==> src/rtl/usfa_pkg.sv <==
// usfa_pkg: shared constants and types for the UART sample frame assembler.
// No dependencies; imported by usfa_core and uart_sample_frame_assembler_top.
`default_nettype none

package usfa_pkg;

  // Bytes per converter sample frame (1..8)
  localparam int FRAME_BYTES = 3;
  localparam int POS_W = (FRAME_BYTES > 1) ? $clog2(FRAME_BYTES) : 1;

  localparam int SAMPLE_W = 24;
  localparam int SAMPLE_BYTES = SAMPLE_W / 8;
  localparam int WORD_W = 32;
  localparam int BYTE_W = 8;
  localparam int CFG_IDX_W = 8;

  // Configuration register indexes
  localparam logic [CFG_IDX_W-1:0] REG_GAP_LIMIT        = CFG_IDX_W'(0);
  localparam logic [CFG_IDX_W-1:0] REG_DISCONNECT_LIMIT = CFG_IDX_W'(1);

  localparam logic [WORD_W-1:0] GAP_LIMIT_RST        = WORD_W'(30380);
  localparam logic [WORD_W-1:0] DISCONNECT_LIMIT_RST = WORD_W'(10000000);

  typedef enum logic {
    KIND_TICK = 1'b0,
    KIND_BYTE = 1'b1
  } kind_t;

  typedef enum logic {
    EV_SAMPLE    = 1'b0,
    EV_RESET_REQ = 1'b1
  } event_t;

  typedef struct packed {
    event_t              event_res;
    logic [SAMPLE_W-1:0] sample;
    logic [WORD_W-1:0]   sample_count;
    logic                responding;
  } result_t;

endpackage

`default_nettype wire

==> src/rtl/usfa_core.sv <==
// usfa_core: frame assembly state, idle timer and result generation.
// Depends on usfa_pkg. One step per accepted beat; result is combinational.
`default_nettype none

module usfa_core (
  input  wire logic                          clk,
  input  wire logic                          rst,
  input  wire logic                          step,
  input  wire logic                          kind,
  input  wire logic [usfa_pkg::BYTE_W-1:0]   rx_byte,
  input  wire logic [usfa_pkg::WORD_W-1:0]   gap_limit,
  input  wire logic [usfa_pkg::WORD_W-1:0]   disconnect_limit,
  output logic                               res_valid,
  output usfa_pkg::result_t                  res
);
  import usfa_pkg::*;

  logic [WORD_W-1:0]   idle_ticks, idle_ticks_next, idle_inc;
  logic [POS_W-1:0]    byte_position, byte_position_next;
  logic [SAMPLE_W-1:0] partial_value, partial_value_next, merged;
  logic [WORD_W-1:0]   completed_samples, completed_samples_next;
  logic                responding_flag, responding_flag_next;
  logic                frame_done;

  always_comb begin
    // saturating idle count
    idle_inc = (idle_ticks == '1) ? idle_ticks : idle_ticks + WORD_W'(1);

    // byte lands in the lane picked by the position; lanes past the sample are lost
    merged = partial_value;
    for (int k = 0; k < SAMPLE_BYTES; k++) begin
      if (WORD_W'(byte_position) == WORD_W'(k)) begin
        merged[k*BYTE_W +: BYTE_W] = merged[k*BYTE_W +: BYTE_W] | rx_byte;
      end
    end
    frame_done = (WORD_W'(byte_position) == WORD_W'(FRAME_BYTES - 1));

    idle_ticks_next        = idle_ticks;
    byte_position_next     = byte_position;
    partial_value_next     = partial_value;
    completed_samples_next = completed_samples;
    responding_flag_next   = responding_flag;
    res_valid              = 1'b0;
    res.event_res          = EV_SAMPLE;
    res.sample             = '0;
    res.sample_count       = completed_samples;
    res.responding         = 1'b0;

    if (step) begin
      if (kind == KIND_TICK) begin
        idle_ticks_next = idle_inc;
        if (idle_inc > disconnect_limit) begin
          responding_flag_next = 1'b0;
          res_valid            = 1'b1;
          res.event_res        = EV_RESET_REQ;
        end else if (idle_inc > gap_limit && byte_position != '0) begin
          byte_position_next = '0;
          partial_value_next = '0;
        end
      end else begin
        idle_ticks_next = '0;
        if (frame_done) begin
          completed_samples_next = completed_samples + WORD_W'(1);
          responding_flag_next   = 1'b1;
          byte_position_next     = '0;
          partial_value_next     = '0;
          res_valid              = 1'b1;
          res.event_res          = EV_SAMPLE;
          res.sample             = merged;
          res.sample_count       = completed_samples_next;
          res.responding         = 1'b1;
        end else begin
          byte_position_next = byte_position + POS_W'(1);
          partial_value_next = merged;
        end
      end
    end
  end

  always_ff @(posedge clk) begin
    if (rst) begin
      idle_ticks        <= '0;
      byte_position     <= '0;
      partial_value     <= '0;
      completed_samples <= '0;
      responding_flag   <= 1'b0;
    end else begin
      idle_ticks        <= idle_ticks_next;
      byte_position     <= byte_position_next;
      partial_value     <= partial_value_next;
      completed_samples <= completed_samples_next;
      responding_flag   <= responding_flag_next;
    end
  end

endmodule

`default_nettype wire

==> src/rtl/uart_sample_frame_assembler_top.sv <==
// uart_sample_frame_assembler_top: channel handshakes, config registers, result register.
// Depends on usfa_pkg and usfa_core.
`default_nettype none

// Usage
//   Input channel (in_valid/in_ready): each beat is a timer tick (kind 0) or a
//   received UART byte (kind 1, rx_byte). Bytes build a 24-bit sample, least
//   significant byte first; FRAME_BYTES bytes complete a frame.
//   Output channel (out_valid/out_ready): a beat is a completed sample
//   (event_res 0) with the wrapping sample count, or a reset request
//   (event_res 1) on every tick once the idle count is past disconnect_limit.
//   Config channel (cfg_valid/cfg_ready, always ready): index 0 = gap_limit,
//   index 1 = disconnect_limit; other indexes are ignored.
//   Result register: a result is presented in the cycle after the beat that caused it.
//   Throughput: one input beat per cycle; the single result register is
//   refilled in the cycle it drains, so in_ready = out_ready | !out_valid.
//   Receiver stall: while out_valid is held and out_ready is low, in_ready
//   drops and no further input beat is taken; nothing is lost.
//   Reset: idle count, frame state, sample count and responding flag clear;
//   limits return to 30380 and 10000000; output register empties.
module uart_sample_frame_assembler_top (
  input  wire logic                            clk,
  input  wire logic                            rst,
  input  wire logic                            in_valid,
  output logic                                 in_ready,
  input  wire logic                            kind,
  input  wire logic [usfa_pkg::BYTE_W-1:0]     rx_byte,
  output logic                                 out_valid,
  input  wire logic                            out_ready,
  output logic                                 event_res,
  output logic [usfa_pkg::SAMPLE_W-1:0]        sample,
  output logic [usfa_pkg::WORD_W-1:0]          sample_count,
  output logic                                 responding,
  input  wire logic                            cfg_valid,
  output logic                                 cfg_ready,
  input  wire logic [usfa_pkg::CFG_IDX_W-1:0]  cfg_index,
  input  wire logic [usfa_pkg::WORD_W-1:0]     cfg_data
);
  import usfa_pkg::*;

  logic [WORD_W-1:0] gap_limit, disconnect_limit;
  logic              in_beat;
  logic              res_valid;
  result_t           res;
  result_t           out_reg;

  assign cfg_ready = 1'b1;
  assign in_ready  = out_ready || !out_valid;
  assign in_beat   = in_valid && in_ready;

  // config registers
  always_ff @(posedge clk) begin
    if (rst) begin
      gap_limit        <= GAP_LIMIT_RST;
      disconnect_limit <= DISCONNECT_LIMIT_RST;
    end else if (cfg_valid && cfg_ready) begin
      unique case (cfg_index)
        REG_GAP_LIMIT:        gap_limit <= cfg_data;
        REG_DISCONNECT_LIMIT: disconnect_limit <= cfg_data;
        default: ;
      endcase
    end
  end

  usfa_core u_core (
    .clk              (clk),
    .rst              (rst),
    .step             (in_beat),
    .kind             (kind),
    .rx_byte          (rx_byte),
    .gap_limit        (gap_limit),
    .disconnect_limit (disconnect_limit),
    .res_valid        (res_valid),
    .res              (res)
  );

  // result register: filled on a producing beat, emptied when taken
  always_ff @(posedge clk) begin
    if (rst) begin
      out_valid <= 1'b0;
    end else if (in_beat) begin
      out_valid <= res_valid;
    end else if (out_ready) begin
      out_valid <= 1'b0;
    end
  end

  always_ff @(posedge clk) begin
    if (in_beat && res_valid) begin
      out_reg <= res;
    end
  end

  assign event_res    = out_reg.event_res;
  assign sample       = out_reg.sample;
  assign sample_count = out_reg.sample_count;
  assign responding   = out_reg.responding;

endmodule

`default_nettype wire

==> config.mk <==
export PLATFORM = sky130hd
export DESIGN_NAME = uart_sample_frame_assembler_top
export DESIGN_NICKNAME = d
export VERILOG_FILES = /design/src/rtl/usfa_pkg.sv /design/src/rtl/usfa_core.sv /design/src/rtl/uart_sample_frame_assembler_top.sv
export SDC_FILE = /design/constraint.sdc
export NUM_CORES = 1
export LEC_CHECK = 0
export BUFFER_PORTS_ARGS = -buffer_cell sky130_fd_sc_hd__buf_2
export CAP_MARGIN = 15
export CORE_MARGIN = 10
export CORE_UTILIZATION = 45
export CTS_BUF_LIST = sky130_fd_sc_hd__clkbuf_8
export CTS_CLUSTER_DIAMETER = 80
export CTS_CLUSTER_SIZE = 40
export DETAILED_ROUTE_END_ITERATION = 16
export PLACE_DENSITY_LB_ADDON = 0.05
export SLEW_MARGIN = 15
export SYNTH_ARGS = -nofsm -noshare
export SYNTH_HDL_FRONTEND = slang
export SYNTH_SLANG_ARGS = --single-unit
export TNS_END_PERCENT = 5
==> constraint.sdc <==
create_clock -name clk -period 13.5 [get_ports clk]
set_input_delay 0.675 -clock clk [delete_from_list [all_inputs] [get_ports clk]]
set_output_delay 0.675 -clock clk [all_outputs]
set_load 0.02 [all_outputs]
==> out/metrics.cfg <==
[outcome]
status = finished clean

[floorplan]
die_h_um = 172
fp-row-count = 55
io_pins = 115
die-area_mm2 = 0.0296
dieWidth_um = 172
coreArea_mm2 = 0.0227
start_util_pct = 45.8

[timing]
min_period_ns = 5.57
rsz0062_at_grt = no
setup_tns_ns = 0
holdWs_ns = 0.389
finClkSkew_ns = 0.0749
slew_viol_final = 0
setup-violations-final = 0
worst_pin_slew_ns = 1.16
max-slew-margin-rel_pct = 22.1
max_freq_mhz = 179
min_period_over_period_pct = 41.3
layout_setup_ws_ns = 7.93
hold_viol = 0

[detailed_routing]
drtIter0Drc = 452
antenna_left = 0
drc = 0
wl_um = 24600
wl_per_cell_um = 16.2
dr.pass1.iters = 6
vias_per_cell = 5.33
via_count = 8088

[synthesis]
ys.flop_type = dfxtp_1
synth_warnings = 0
synthesis.nets = 1267
synth-seq-cells = 213
synth-edff-count = 58
synth_area_per_cell_um2 = 9.07
ys_seq_area_share_pct = 46.5
synth_top_area_cell = dfxtp_1
synth_top_cell_area_share_pct = 29.8
async_reset_ff_share_pct = 0
synth_cell_type_count = 62
synth_cells = 1147
netlist_area_mm2 = 0.0104
synthTopCellsByArea = dfxtp_1 30%, edfxtp_1 17%, ha_1 7.9%, a21oi_1 6.0%, nand2_1 5.8%

[clock_tree]
ctsHoldBuffers = 0
clock_latency_ns = 0.56
clock_path_buffers = 3
clock-root-buffer = clkbuf_8
htree_levels = 1
clkTransAtPathRegs_ns = 0.17
cts.sinks = 213
cts_made_buffers = 13
cts_tree = done
cts_resized = 0
postCtsSetupBuffers = 0

[worst_setup_path]
regToRegSetupSlack_ns = 7.93
crit_chain = and4_4 -> nand4_4 -> nor4_1 -> nor3b_2 -> and3_1 -> xor2_1 -> ha_1 -> nand4_1 -> nor4_1 -> a31oi_2 -> o21ai_4 -> buf_4
crit_family = simple AND/OR/NAND/NOR gates
start_kind = flip-flop
criticalPathCategory = flip-flop to flip-flop
slowest_stage = nor4_1
cp_common_cell = nor4_1
r2r-start = u_core.idle_ticks[3]
rr_endpoint = sample_count[13]
cp_slowest_stage_delay_ns = 0.60
end_kind = flip-flop
r2r_cells = 12
critPathMaxFanout = 45
path_buf_inv = 1
crit_required_ns = 13.70
cp.arrival_ns = 5.77

[cells_and_area]
multiInputGateArea_mm2 = 0.00501
final_cell_mix = 161 x nand2_1, 155 x dfxtp_1, 125 x a21oi_1, 112 x buf_2, 78 x inv_1
design_area_mm2 = 0.0114
nNetsFinal = 1346
regArea_mm2 = 0.00484
n_antenna_cell = 0
drive_gt1_share_pct = 13.2
syn2layout_area_growth_pct = 9.86
fillers = 2244
final_common_cell = nand2_1

[power]
powerDensity_mw_per_mm2 = 91.3
ir_worst_vdd_mv = 0.0815
p_leak_nw = 4.32

[placed_design]
pre_cts_slack_ns = 7.65
routabilityCongestion = 0.832
hpwlAfterDp_um = 17600
io_buffer_count = 113
place_area_mm2 = 0.0111

[global_routing]
grt_pass1_wl_um = 40000
grt_use_met1_pct = 23.1
grt_use_met3_pct = 2.83
grt_max_degree = 60
use_met2_pct = 25.7
grt_remaining_overflow = 0
gr-max-usage-layer = met2
grt_pass1_vias = 7780
antenna_found_initial = 0
track_usage_pct = 16.3

[hold_path]
min_path_cells = 3
hold_path.startpoint = cfg_data[22]
hold_path.class = input port to flip-flop
hold_end = gap_limit[22]

[job]
max_cap_viol_count = 0

## layout make-up
| type | instances | area share, % |
|---|---|---|
| Sequential cell | 213 | 42.4 |
| Timing Repair Buffer | 122 | 5.56 |
| Tap cell | 285 | 3.12 |
| Clock buffer | 13 | 1.56 |
| Inverter | 79 | 2.59 |
| Clock inverter | 8 | 0.996 |
| Multi-Input combinational cell | 797 | 43.8 |
## report_power, final
part           internal (mW)  switching [mW]
combinational         0.0145          0.0322
sequential             0.656         0.00179
clock                  0.109           0.231
## kinds of logic (layout without fill, tap and decap cells)
kind of cell             Yosys count  count (layout)  synth area share, %
AO/OA/AOI/OAI                    271             271                 15.7
XOR/XNOR                          62              62                 5.22
adder cells (fa/ha/maj)           66              66                 7.93
buffers and inverters            137             222                 5.53
flip-flops                       213             213                 46.5
multiplexers                       1               1                0.108
other                              1               1               0.0360
AND/OR/NAND/NOR                  396             396                 18.9
## metal layers
| metal | part of all wire [%] | vias up | wire (µm) |
|---|---|---|---|
| met5 | 0 | - | 0 |
| li1 | - | 4181 | - |
| met1 | 50 | 3703 | 12400 |
| met2 | 43 | 185 | 10500 |
| met3 | 5.7 | 19 | 1400 |
| met4 | 1.3 | 0 | 323 |
## through the flow
step | util [%] | instances | total power [mW]
2_1_floorplan | - | 1147 | 0.698
3_3_place_gp | 49.0 | 1496 | 0.719
3_5_place_dp | 49.0 | 1496 | 0.719
4_1_cts | 50.3 | 1517 | 1.06
5_1_grt | 50.4 | 1517 | 1.08
6_report | 50.4 | 1517 | 1.04
## worst reg2reg max path: cells and delay by family (launching register included)
kind                       cells  cell delay [ns]
AOI/OAI and AO/OA              2             0.96
and+or+nand+nor                7             2.68
xor gates and xnor gates       1             0.29
DFF                            1             0.51
adders and majority gates      1             0.20
buffers and inverters          1             0.57
## worst max-delay path by stage
stage                               start                to  depth (start not counted)
finish               u_core.idle_ticks[3]  sample_count[13]                         12
global route        u_core.idle_ticks[24]  sample_count[13]                         14
CTS                  u_core.idle_ticks[3]         out_valid                         15
detailed placement   u_core.idle_ticks[3]         out_valid                         15
global placement     u_core.idle_ticks[3]         out_valid                         15
floorplan            u_core.idle_ticks[4]         event_res                         11
## state kept, by name, summed over array words and instances (netlist names)
register and count:
disconnect_limit 32, event_res 1, gap_limit 32, out_valid 1
responding 1, sample 24, sample_count 32, u_core.byte_position 2
u_core.completed_samples 32, u_core.idle_ticks 32, u_core.partial_value 24
## cells in the mapped netlist (all sizes together) (3+ instances only)
cell    instances
a211oi         18
a21boi          3
a21o            9
a21oi         125
a221oi          8
a31oi          22
a32o            3
and2           45
and3           21
and4            6
buf             7
clkbuf         49
dfxtp         155
edfxtp         58
ha             66
inv            78
nand2         161
nand2b          4
nand3          31
nand4          29
nor2           48
nor2b           5
nor3           10
nor4           10
o211ai         21
o21ai          44
o31ai           5
or3            20
xnor2          40
xor2           22
No activity file was read; power rests on OpenSTA's default activity.
